===== config.mk =====
export PLATFORM = sky130hd
export DESIGN_NAME = bounded_topk_heap_insert
export DESIGN_NICKNAME = d
export VERILOG_FILES = /design/src/btkh_pkg.sv /design/src/btkh_out_stage.sv /design/src/bounded_topk_heap_insert.sv
export VERILOG_INCLUDE_DIRS = /design/src /design/src/src
export SDC_FILE = /design/constraint.sdc
export NUM_CORES = 2
export LEC_CHECK = 0
export BUFFER_PORTS_ARGS = -buffer_cell sky130_fd_sc_hd__buf_2
export CORE_UTILIZATION = 45
export DETAILED_ROUTE_END_ITERATION = 7
export HOLD_SLACK_MARGIN = 0.12
export PLACE_DENSITY = 0.68
export SLEW_MARGIN = 20
export SYNTH_ARGS = -nofsm -noshare
export SYNTH_HDL_FRONTEND = slang
export SYNTH_SLANG_ARGS = --single-unit

===== constraint.sdc =====
create_clock -name clk_i -period 8.8 [get_ports clk_i]
set_input_delay 1.76 -clock clk_i [delete_from_list [all_inputs] [get_ports clk_i]]
set_output_delay 1.76 -clock clk_i [all_outputs]
set_load 0.01 [all_outputs]

===== src/bounded_topk_heap_insert_macros.svh =====
`ifndef BOUNDED_TOPK_HEAP_INSERT_MACROS_SVH
`define BOUNDED_TOPK_HEAP_INSERT_MACROS_SVH

// Same-cycle implication, clocked on clk_i, off while in reset
`define BTKH_ASSERT_IMP(lbl, ante, cons, msg) \
  lbl: assert property (@(posedge clk_i) disable iff (!rst_ni) (ante) |-> (cons)) \
    else $error(msg);

// Next-cycle implication, clocked on clk_i, off while in reset
`define BTKH_ASSERT_NXT(lbl, ante, cons, msg) \
  lbl: assert property (@(posedge clk_i) disable iff (!rst_ni) (ante) |=> (cons)) \
    else $error(msg);

`endif


===== src/btkh_pkg.sv =====
`default_nettype none

package btkh_pkg;

  // Fixed field widths
  localparam int unsigned WEIGHT_W  = 32;
  localparam int unsigned ID_W      = 24;
  localparam int unsigned CNT_W     = 5;
  localparam int unsigned IDX_W     = CNT_W + 1;
  localparam logic [CNT_W-1:0] CAP_RESET = 5'd1;

  // One input item
  typedef struct packed {
    logic [WEIGHT_W-1:0] weight_key;
    logic [ID_W-1:0]     node_id;
  } btkh_in_t;

  // One result item
  typedef struct packed {
    logic [CNT_W-1:0]    entry_count;
    logic                is_full;
    logic [WEIGHT_W-1:0] min_weight;
    logic [ID_W-1:0]     min_id;
    logic                evicted_valid;
    logic [WEIGHT_W-1:0] evicted_weight;
    logic [ID_W-1:0]     evicted_id;
  } btkh_out_t;

  // Sequencer states
  typedef enum logic [3:0] {
    S_IDLE,
    S_EVICT,
    S_CHILD,
    S_ROOT,
    S_SIFT_ADDR,
    S_SIFT_LEFT,
    S_SIFT_CMP,
    S_SORT_NEXT,
    S_SORT_LOAD,
    S_SORT_CMP,
    S_SORT_STEP,
    S_LEAST,
    S_DONE
  } btkh_state_e;

endpackage

`default_nettype wire


===== src/btkh_out_stage.sv =====
`default_nettype none

module btkh_out_stage
  import btkh_pkg::*;
(
  input  wire logic      clk_i,
  input  wire logic      rst_ni,
  input  wire logic      load_i,
  input  var  btkh_out_t item_i,
  output logic           ready_o,
  output logic           out_valid_o,
  input  wire logic      out_stall_i,
  output btkh_out_t      out_item_o
);

  logic      valid_q;
  btkh_out_t item_q;

  // Free when empty or when the held item leaves this cycle
  assign ready_o = !valid_q || !out_stall_i;

  // Valid flag
  always_ff @(posedge clk_i or negedge rst_ni) begin
    if (!rst_ni) begin
      valid_q <= 1'b0;
    end else if (load_i) begin
      valid_q <= 1'b1;
    end else if (!out_stall_i) begin
      valid_q <= 1'b0;
    end
  end

  // Held item
  always_ff @(posedge clk_i) begin
    if (load_i) begin
      item_q <= item_i;
    end
  end

  assign out_valid_o = valid_q;
  assign out_item_o  = item_q;

endmodule

`default_nettype wire


===== src/bounded_topk_heap_insert.sv =====
// Channel   Direction  Handshake                 Payload
// in        input      in_valid_i / in_stall_o   in_item_i  (btkh_in_t)
// out       output     out_valid_o / out_stall_i out_item_o (btkh_out_t)
// cfg       input      cfg_we_i                  cfg_data_i (capacity)
//
// Appending an item below capacity goes from accept straight to the result.
// The item that fills the store starts an insertion sort over the single
// store port: each element is read and compared, larger entries shift up.
// When full the old root is evicted and the root set (at capacity one the
// new entry just takes the slot), then it sifts down and the result loads.
// Reset clears count, capacity (to 1) and control; no clearing pass.
// A new item is taken while the last result still waits in the output
// register; a stalled output holds only the finished next result.
`default_nettype none

`include "bounded_topk_heap_insert_macros.svh"

module bounded_topk_heap_insert
  import btkh_pkg::*;
#(
  parameter int unsigned MAX_ENTRIES = 16,
  parameter int unsigned ID_BITS     = 24
) (
  input  wire logic             clk_i,
  input  wire logic             rst_ni,
  input  wire logic             in_valid_i,
  output logic                  in_stall_o,
  input  var  btkh_in_t         in_item_i,
  output logic                  out_valid_o,
  input  wire logic             out_stall_i,
  output btkh_out_t             out_item_o,
  input  wire logic             cfg_we_i,
  input  wire logic [CNT_W-1:0] cfg_data_i
);

  localparam int unsigned KeyIdW = (ID_BITS < ID_W) ? ID_BITS : ID_W;
  localparam int unsigned EntW   = WEIGHT_W + KeyIdW;
  localparam int unsigned AW     = (MAX_ENTRIES > 1) ? $clog2(MAX_ENTRIES) : 1;
  localparam int unsigned CapLim = (MAX_ENTRIES < 31) ? MAX_ENTRIES : 31;

  btkh_state_e state_q, state_d;

  logic [CNT_W-1:0] cap_q;
  logic [CNT_W-1:0] cnt_q, cnt_d;
  logic [CNT_W-1:0] pi_q, pi_d;
  logic [CNT_W-1:0] idx_q, idx_d;
  logic [CNT_W-1:0] j_q, j_d;
  logic             ev_q, ev_d;
  logic [EntW-1:0]  nv_q, nv_d;
  logic [EntW-1:0]  cur_q, cur_d;
  logic [EntW-1:0]  l_q, l_d;
  logic [EntW-1:0]  least_q, least_d;
  logic [EntW-1:0]  evs_q, evs_d;
  logic [EntW-1:0]  rd_data_q;

  logic [EntW-1:0]  store_mem [MAX_ENTRIES];
  logic             rd_en, wr_en;
  logic [AW-1:0]    rd_addr, wr_addr;
  logic [EntW-1:0]  wr_data;

  logic             in_acc;
  logic [CNT_W-1:0] cap_eff;
  logic [EntW-1:0]  in_ent;
  logic             go_full, fills;
  logic             root_has_r, root_right, root_swap;
  logic [EntW-1:0]  root_small;
  logic [IDX_W-1:0] li_w, ri_w, cap_w;
  logic             sift_end, sift_has_r, l_sel, r_sel;
  logic [EntW-1:0]  l_min;
  logic             sort_done, sort_less, sort_at0;
  logic             out_ready, out_load;
  logic             is_full;
  btkh_out_t        res;

  // Effective capacity: zero acts as one, saturate at the store depth
  always_comb begin
    if (cap_q == '0) begin
      cap_eff = CNT_W'(1);
    end else if (32'(cap_q) > CapLim) begin
      cap_eff = CNT_W'(CapLim);
    end else begin
      cap_eff = cap_q;
    end
  end

  // Entry keys compare as {weight, id} unsigned
  assign in_ent  = {in_item_i.weight_key, in_item_i.node_id[KeyIdW-1:0]};
  assign in_acc  = in_valid_i && !in_stall_o;
  assign go_full = cnt_q >= cap_eff;
  assign fills   = (cnt_q + CNT_W'(1)) == cap_eff;

  // Root step: right child wins a tie between the children
  assign root_has_r = cap_eff > CNT_W'(2);
  assign root_right = root_has_r && !(l_q < rd_data_q);
  assign root_small = root_right ? rd_data_q : l_q;
  assign root_swap  = root_small < nv_q;

  // Sift step: left child first, then right, both strict
  assign cap_w      = {1'b0, cap_eff};
  assign li_w       = {pi_q, 1'b1};
  assign ri_w       = li_w + IDX_W'(1);
  assign sift_end   = li_w >= cap_w;
  assign sift_has_r = ri_w < cap_w;
  assign l_sel      = l_q < cur_q;
  assign l_min      = l_sel ? l_q : cur_q;
  assign r_sel      = sift_has_r && (rd_data_q < l_min);

  // Insertion sort controls
  assign sort_done = idx_q >= cap_eff;
  assign sort_less = cur_q < rd_data_q;
  assign sort_at0  = j_q == '0;

  assign in_stall_o = state_q != S_IDLE;

  // Next state
  always_comb begin
    state_d = state_q;
    case (state_q)
      S_IDLE: begin
        if (in_acc) begin
          if (go_full) begin
            state_d = S_EVICT;
          end else if (fills) begin
            state_d = S_SORT_NEXT;
          end else begin
            state_d = S_DONE;
          end
        end
      end
      S_EVICT:     state_d = (cap_eff == CNT_W'(1)) ? S_DONE : S_CHILD;
      S_CHILD:     state_d = S_ROOT;
      S_ROOT:      state_d = S_SIFT_ADDR;
      S_SIFT_ADDR: state_d = sift_end ? S_DONE : S_SIFT_LEFT;
      S_SIFT_LEFT: state_d = S_SIFT_CMP;
      S_SIFT_CMP:  state_d = (l_sel || r_sel) ? S_SIFT_ADDR : S_DONE;
      S_SORT_NEXT: state_d = sort_done ? S_LEAST : S_SORT_LOAD;
      S_SORT_LOAD: state_d = S_SORT_CMP;
      S_SORT_CMP:  state_d = sort_less ? S_SORT_STEP : S_SORT_NEXT;
      S_SORT_STEP: state_d = sort_at0 ? S_SORT_NEXT : S_SORT_CMP;
      S_LEAST:     state_d = S_DONE;
      S_DONE:      state_d = out_ready ? S_IDLE : S_DONE;
      default:     state_d = S_IDLE;
    endcase
  end

  // Datapath and store port controls
  always_comb begin
    cnt_d   = cnt_q;
    pi_d    = pi_q;
    idx_d   = idx_q;
    j_d     = j_q;
    ev_d    = ev_q;
    nv_d    = nv_q;
    cur_d   = cur_q;
    l_d     = l_q;
    least_d = least_q;
    evs_d   = evs_q;
    rd_en   = 1'b0;
    rd_addr = '0;
    wr_en   = 1'b0;
    wr_addr = '0;
    wr_data = nv_q;
    out_load = 1'b0;
    case (state_q)
      S_IDLE: begin
        if (in_acc) begin
          nv_d = in_ent;
          ev_d = go_full;
          if (go_full) begin
            cnt_d = cap_eff;
            rd_en = 1'b1;
          end else begin
            wr_en   = 1'b1;
            wr_addr = AW'(cnt_q);
            wr_data = in_ent;
            cnt_d   = cnt_q + CNT_W'(1);
            idx_d   = CNT_W'(1);
          end
        end
      end
      // old root arrives; a single slot just takes the new entry
      S_EVICT: begin
        evs_d = rd_data_q;
        if (cap_eff == CNT_W'(1)) begin
          wr_en   = 1'b1;
          least_d = nv_q;
        end else begin
          rd_en   = 1'b1;
          rd_addr = AW'(1);
        end
      end
      S_CHILD: begin
        l_d = rd_data_q;
        if (root_has_r) begin
          rd_en   = 1'b1;
          rd_addr = AW'(2);
        end
      end
      // new root; sifting continues below the smaller child either way
      S_ROOT: begin
        wr_en = 1'b1;
        pi_d  = root_right ? CNT_W'(2) : CNT_W'(1);
        if (root_swap) begin
          wr_data = root_small;
          least_d = root_small;
          cur_d   = nv_q;
        end else begin
          least_d = nv_q;
          cur_d   = root_small;
        end
      end
      S_SIFT_ADDR: begin
        if (sift_end) begin
          wr_en   = 1'b1;
          wr_addr = AW'(pi_q);
          wr_data = cur_q;
        end else begin
          rd_en   = 1'b1;
          rd_addr = AW'(li_w);
        end
      end
      S_SIFT_LEFT: begin
        l_d = rd_data_q;
        if (sift_has_r) begin
          rd_en   = 1'b1;
          rd_addr = AW'(ri_w);
        end
      end
      // move the smaller child up into the hole, or drop the entry here
      S_SIFT_CMP: begin
        wr_en   = 1'b1;
        wr_addr = AW'(pi_q);
        if (r_sel) begin
          wr_data = rd_data_q;
          pi_d    = CNT_W'(ri_w);
        end else if (l_sel) begin
          wr_data = l_q;
          pi_d    = CNT_W'(li_w);
        end else begin
          wr_data = cur_q;
        end
      end
      S_SORT_NEXT: begin
        rd_en   = 1'b1;
        rd_addr = sort_done ? AW'(0) : AW'(idx_q);
      end
      S_SORT_LOAD: begin
        cur_d   = rd_data_q;
        j_d     = idx_q;
        rd_en   = 1'b1;
        rd_addr = AW'(idx_q - CNT_W'(1));
      end
      // shift the larger neighbor up, or place the held entry
      S_SORT_CMP: begin
        wr_en   = 1'b1;
        wr_addr = AW'(j_q);
        if (sort_less) begin
          wr_data = rd_data_q;
          j_d     = j_q - CNT_W'(1);
        end else begin
          wr_data = cur_q;
          idx_d   = idx_q + CNT_W'(1);
        end
      end
      S_SORT_STEP: begin
        if (sort_at0) begin
          wr_en   = 1'b1;
          wr_addr = AW'(0);
          wr_data = cur_q;
          idx_d   = idx_q + CNT_W'(1);
        end else begin
          rd_en   = 1'b1;
          rd_addr = AW'(j_q - CNT_W'(1));
        end
      end
      S_LEAST: begin
        least_d = rd_data_q;
      end
      S_DONE: begin
        out_load = out_ready;
      end
      default: begin
        out_load = 1'b0;
      end
    endcase
  end

  // Result fields
  assign is_full = cnt_q == cap_eff;
  always_comb begin
    res = '0;
    res.entry_count   = cnt_q;
    res.is_full       = is_full;
    res.evicted_valid = ev_q;
    if (is_full) begin
      res.min_weight = least_q[EntW-1:KeyIdW];
      res.min_id     = ID_W'(least_q[KeyIdW-1:0]);
    end
    if (ev_q) begin
      res.evicted_weight = evs_q[EntW-1:KeyIdW];
      res.evicted_id     = ID_W'(evs_q[KeyIdW-1:0]);
    end
  end

  // Control registers
  always_ff @(posedge clk_i or negedge rst_ni) begin
    if (!rst_ni) begin
      state_q <= S_IDLE;
      cap_q   <= CAP_RESET;
      cnt_q   <= '0;
      least_q <= '0;
      ev_q    <= 1'b0;
    end else begin
      state_q <= state_d;
      cnt_q   <= cnt_d;
      least_q <= least_d;
      ev_q    <= ev_d;
      if (cfg_we_i) begin
        cap_q <= cfg_data_i;
      end
    end
  end

  // Working registers
  always_ff @(posedge clk_i) begin
    pi_q  <= pi_d;
    idx_q <= idx_d;
    j_q   <= j_d;
    nv_q  <= nv_d;
    cur_q <= cur_d;
    l_q   <= l_d;
    evs_q <= evs_d;
  end

  // Entry store: one write or one registered read per cycle, never both
  always_ff @(posedge clk_i) begin
    if (wr_en) begin
      store_mem[wr_addr] <= wr_data;
    end
  end

  always_ff @(posedge clk_i) begin
    if (rd_en) begin
      rd_data_q <= store_mem[rd_addr];
    end
  end

  btkh_out_stage u_out (
    .clk_i       (clk_i),
    .rst_ni      (rst_ni),
    .load_i      (out_load),
    .item_i      (res),
    .ready_o     (out_ready),
    .out_valid_o (out_valid_o),
    .out_stall_i (out_stall_i),
    .out_item_o  (out_item_o)
  );

  // Checks
  `BTKH_ASSERT_IMP(a_port_exclusive, rd_en, !wr_en, "store read and write in one cycle")
  `BTKH_ASSERT_NXT(a_busy_after_accept, in_acc, state_q != S_IDLE, "idle after accept")
  `BTKH_ASSERT_NXT(a_append_count, in_acc && !go_full,
                   cnt_q == $past(cnt_q) + CNT_W'(1), "append count wrong")
  `BTKH_ASSERT_NXT(a_full_clamp, in_acc && go_full,
                   cnt_q == $past(cap_eff), "count not clamped to capacity")
  `BTKH_ASSERT_NXT(a_result_loaded, state_q == S_DONE && out_ready, out_valid_o,
                   "result not loaded")

endmodule

`default_nettype wire

==> metrics.md <==
| Metric | Value |
|---|---|
| Die height | `385 um` |
| RR Startpoint | `rd_data_q[20]` |
| Max Cap Viol | `0` |
| Period utilisation layout | `95.6%` |
| Final core utilization | `51.0%` |
| Die Area | `148000 um2` |
| Global-route wire length before repair | `296000 um` |
| Vias in the first global route | `45500` |
| WL final | `202000 um` |
| Hold EP | `u_out.out_item_o[37]` |
| Die W | `385 um` |
| Clock tree root buffer cell | `clkbuf_16` |
| # DRC | `0` |
| CTS Hold Bufs | `0` |
| Post-route antenna net violation count | `0` |
| Maximum vdd drop | `0.000278 V` |
| Pwr dens | `438 nW/um2` |
| Final Max Slew Viols | `0` |
| Core Box Area | `146000 um2` |
| CP Max Fanout | `21` |
| Netlist Area Pre-Place | `66100 um2` |
| Final hold vios | `0` |
| Mapped Cells | `5714` |
| Fraction of registers with async set/reset | `5.21%` |
| Post-synth cell types | `72` |
| Total CTS buffers | `145` |
| Synth Area per Inst | `11.6 um2` |
| GP Congestion | `0.975` |
| HPWL Detailed | `125000 um` |
| Logic pwr share | `46.5%` |
| Beginning of the critical path | `rd_data_q[20]` |
| R2r endpoint | `store_mem[3][42]` |
| Sequential fraction of the synthesis area | `62.3%` |
| R2r setup slk | `0.38 ns` |
| Switching share of power | `43.5%` |
| Clock Power Share | `18.6%` |
| P_int | `18400 uW` |
| CTS tree | `built` |
| Outcome | `complete, no violations` |
| Setup crit end kind | `flop` |
| Area Overhead vs Synth | `12.6%` |
| Share of power burned in registers | `34.9%` |
| Post-CTS Setup Inserts | `0` |
| Yosys warnings | `0` |
| WHS Path Cells | `1` |
| Via/cell ratio | `6.10` |
| Starting Density | `45.3%` |
| P_sw | `14200 uW` |
| 1st-iter DRT viols | `6089` |
| Pre-antenna DRT Iters | `8` |
| Vias | `48200` |
| Buffers on Ports | `186` |
| Startpoint Class | `flop` |
| Clock Pin Slew Worst Setup and Hold Paths | `0.06 ns` |
| DR WL/cell | `25.6 um` |
| Setup TNS | `0 ns` |
| Synth Flop Type | `edfxtp_1` |
| Boundary pin count | `187` |
| Reg2Reg Depth | `25` |
| HP Class | `reg2reg` |
| Setup Skew | `0.0274 ns` |
| Initial antenna violation count | `7` |
| WP data required | `9.40 ns` |
| Site Rows | `140` |
| Hold Crit Start | `evs_q[37]` |
| Unrepaired setup endpoints after global routing | `false` |
| Tot GR Track Use | `26.9%` |
| Largest net degree at the start of global routing | `164` |
| Max clock buf depth | `3` |
| H-tree depth | `4` |
| Leakage | `0.0270 uW` |
| Worst EP arrival | `9.02 ns` |
| Nets@finish | `6211` |
| Grt ovf | `0` |
| PostCTS Resize Cnt | `0` |
| Crit Path Category | `reg2reg` |
| Clk sinks | `1382` |
| Share of layout cells above drive strength 1 | `11.5%` |
| Rel. slew slack | `23.7%` |
| Syn nets | `6078` |
| Slew @ Worst Pin | `1.14 ns` |
| Fmax | `119 MHz` |
| Setup violators final | `0` |
| Worst skew pair latency | `0.80 ns` |
| Placed Cells | `7617` |
| Number of synthesized flops with an enable pin | `1310` |
| Layout Cells excl Fill | `7888` |
| Minimum clock period | `8.42 ns` |
| Seq cells post-synth | `1382` |
cells by family after synthesis:
kind of cell,Yosys count,share of synthesized area (%)
AO/OA/AOI/OAI,1398,14.0
adder cells (fa/ha/maj),298,5.64
XOR/XNOR,18,0.239
AND/OR/NAND/NOR,1949,13.2
buffers and inverters,608,3.71
multiplexers,61,0.934
flip-flops,1382,62.3
power by group through the flow:
stage          Sequential, uW  Clock [uW]  Combinational [uW]
6_report                11400        6080               15100
3_5_place_dp            11400           0               14700
4_1_cts                 11300        6150               14800
5_1_grt                 11500        6380               16400
3_3_place_gp            11400           0               14500
2_1_floorplan           11200           0                9330
sequential cells by signal (all words and copies together) (netlist names):
register	cells
store_mem	896
pi_q	5
cur_q	56
ev_q	1
u_out.out_item_o	119
nv_q	56
u_out.out_valid_o	1
cap_q	5
rd_data_q	56
idx_q	5
state_q	4
l_q	56
cnt_q	5
least_q	56
evs_q	56
j_q	5
critical path, cell delays in order (launching register included):
cell and delay, ns:
edfxtp_1 0.53, inv_1 0.13, ha_1 0.30, nand4_1 0.22, nor4_1 0.60, o21ai_0 0.24, a21oi_1 0.30, o211ai_1 0.22
nand2_4 0.46, buf_4 0.44, mux2i_1 0.52, inv_1 0.09, ha_1 0.31, nand4_1 0.16, nor4_1 0.72, nand3_1 0.25
a31oi_1 0.45, a211oi_1 0.09, o211ai_1 0.31, a211oi_1 0.24, o21ai_4 0.16, buf_4 0.27, buf_4 0.37, a211oi_2 0.06
o22ai_1 0.40, buf_4 0.30
area by class of cell:
cell class              instances  area, um2
clock buffers                 190       3880
clock inverters                75        783
repair buffers                345       2390
multi-input cells            3724      22800
flip-flops and latches       1382      41100
fillers                     12500      71400
well taps                    1917       2400
inverters                     249        935
diodes                          6       15.0
worst max path at each step:
stage | end | slack, ns
2_1_floorplan | u_out.out_item_o[0] | 0.65
3_3_place_gp | store_mem[4][25] | 0.73
3_5_place_dp | store_mem[4][6] | 0.61
4_1_cts | store_mem[6][6] | 0.53
5_1_grt | store_mem[5][33] | 0.30
6_report | store_mem[3][42] | 0.38
placed cells by master (no fill, tap or decap), types with 36 or more instances in the layout:
master        n
nor2_1      195
and2_1      164
a211oi_1    160
nor3_1       82
and3_1       58
nand3_1     157
a221oi_1     60
o221ai_1     61
a22oi_1      58
clkbuf_1     39
o22ai_1      50
buf_2       185
inv_1       247
a21o_1       36
a21oi_1     233
ha_1        297
a31oi_1     176
nand2_1    1113
nand4_1      46
mux2i_1      56
buf_4       139
o211ai_1    174
dfrtp_1      70
o21ai_0     284
clkbuf_16   147
edfxtp_1   1310
stage by stage:
step	cell area [um2]	hold WS, ns	power (uW)	worst slack (ns)
2_1_floorplan	66100	0.443	20500	0.651
3_3_place_gp	69600	0.503	25900	0.731
3_5_place_dp	69600	0.509	26200	0.611
4_1_cts	74300	0.520	32300	0.534
5_1_grt	74400	0.536	34200	0.299
6_report	74400	0.520	32600	0.384
per-layer routing:
metal  wire, um  vias to the layer above  share of wire (%)  GRT usage (%)
li1           -                    21600                  -              -
met1      82100                    23400                 41           36.9
met2      93400                     2670                 46           42.3
met3      19100                      418                9.5           4.99
met4       7500                        4                3.7           10.4
met5         23                        -              0.011              0
synthesized netlist by cell type, drive strengths merged (3+ instances only):
master	n	area, um2
o21a	3	22.5
mux2	5	56.3
o21ai	286	1440
o221ai	61	534
edfxtp	1310	39300
or4	5	37.5
mux2i	56	561
clkbuf	247	927
inv	248	931
o211ai	174	1310
a22oi	58	435
a211oi	182	1470
and2	171	1070
a211o	15	131
a21o	36	270
a21oi	256	1360
dfrtp	71	1780
nor2	217	817
nand2b	18	113
nor3b	16	120
a31oi	177	1110
a221oi	60	526
o311ai	5	43.8
nand3	158	791
and4	6	52.6
or3	5	36.3
or2	10	62.6
nor3	84	420
o22ai	59	369
a2111oi	8	82.6
nand2	1121	4210
nor4	9	62.6
nor2b	10	62.6
ha	298	3730
xnor2	10	87.6
xor2	8	70.1
nand4	46	288
nor4b	10	150
buf	112	592
a222oi	4	40.0
and3	58	363
Power figures use the tool's default switching activity.
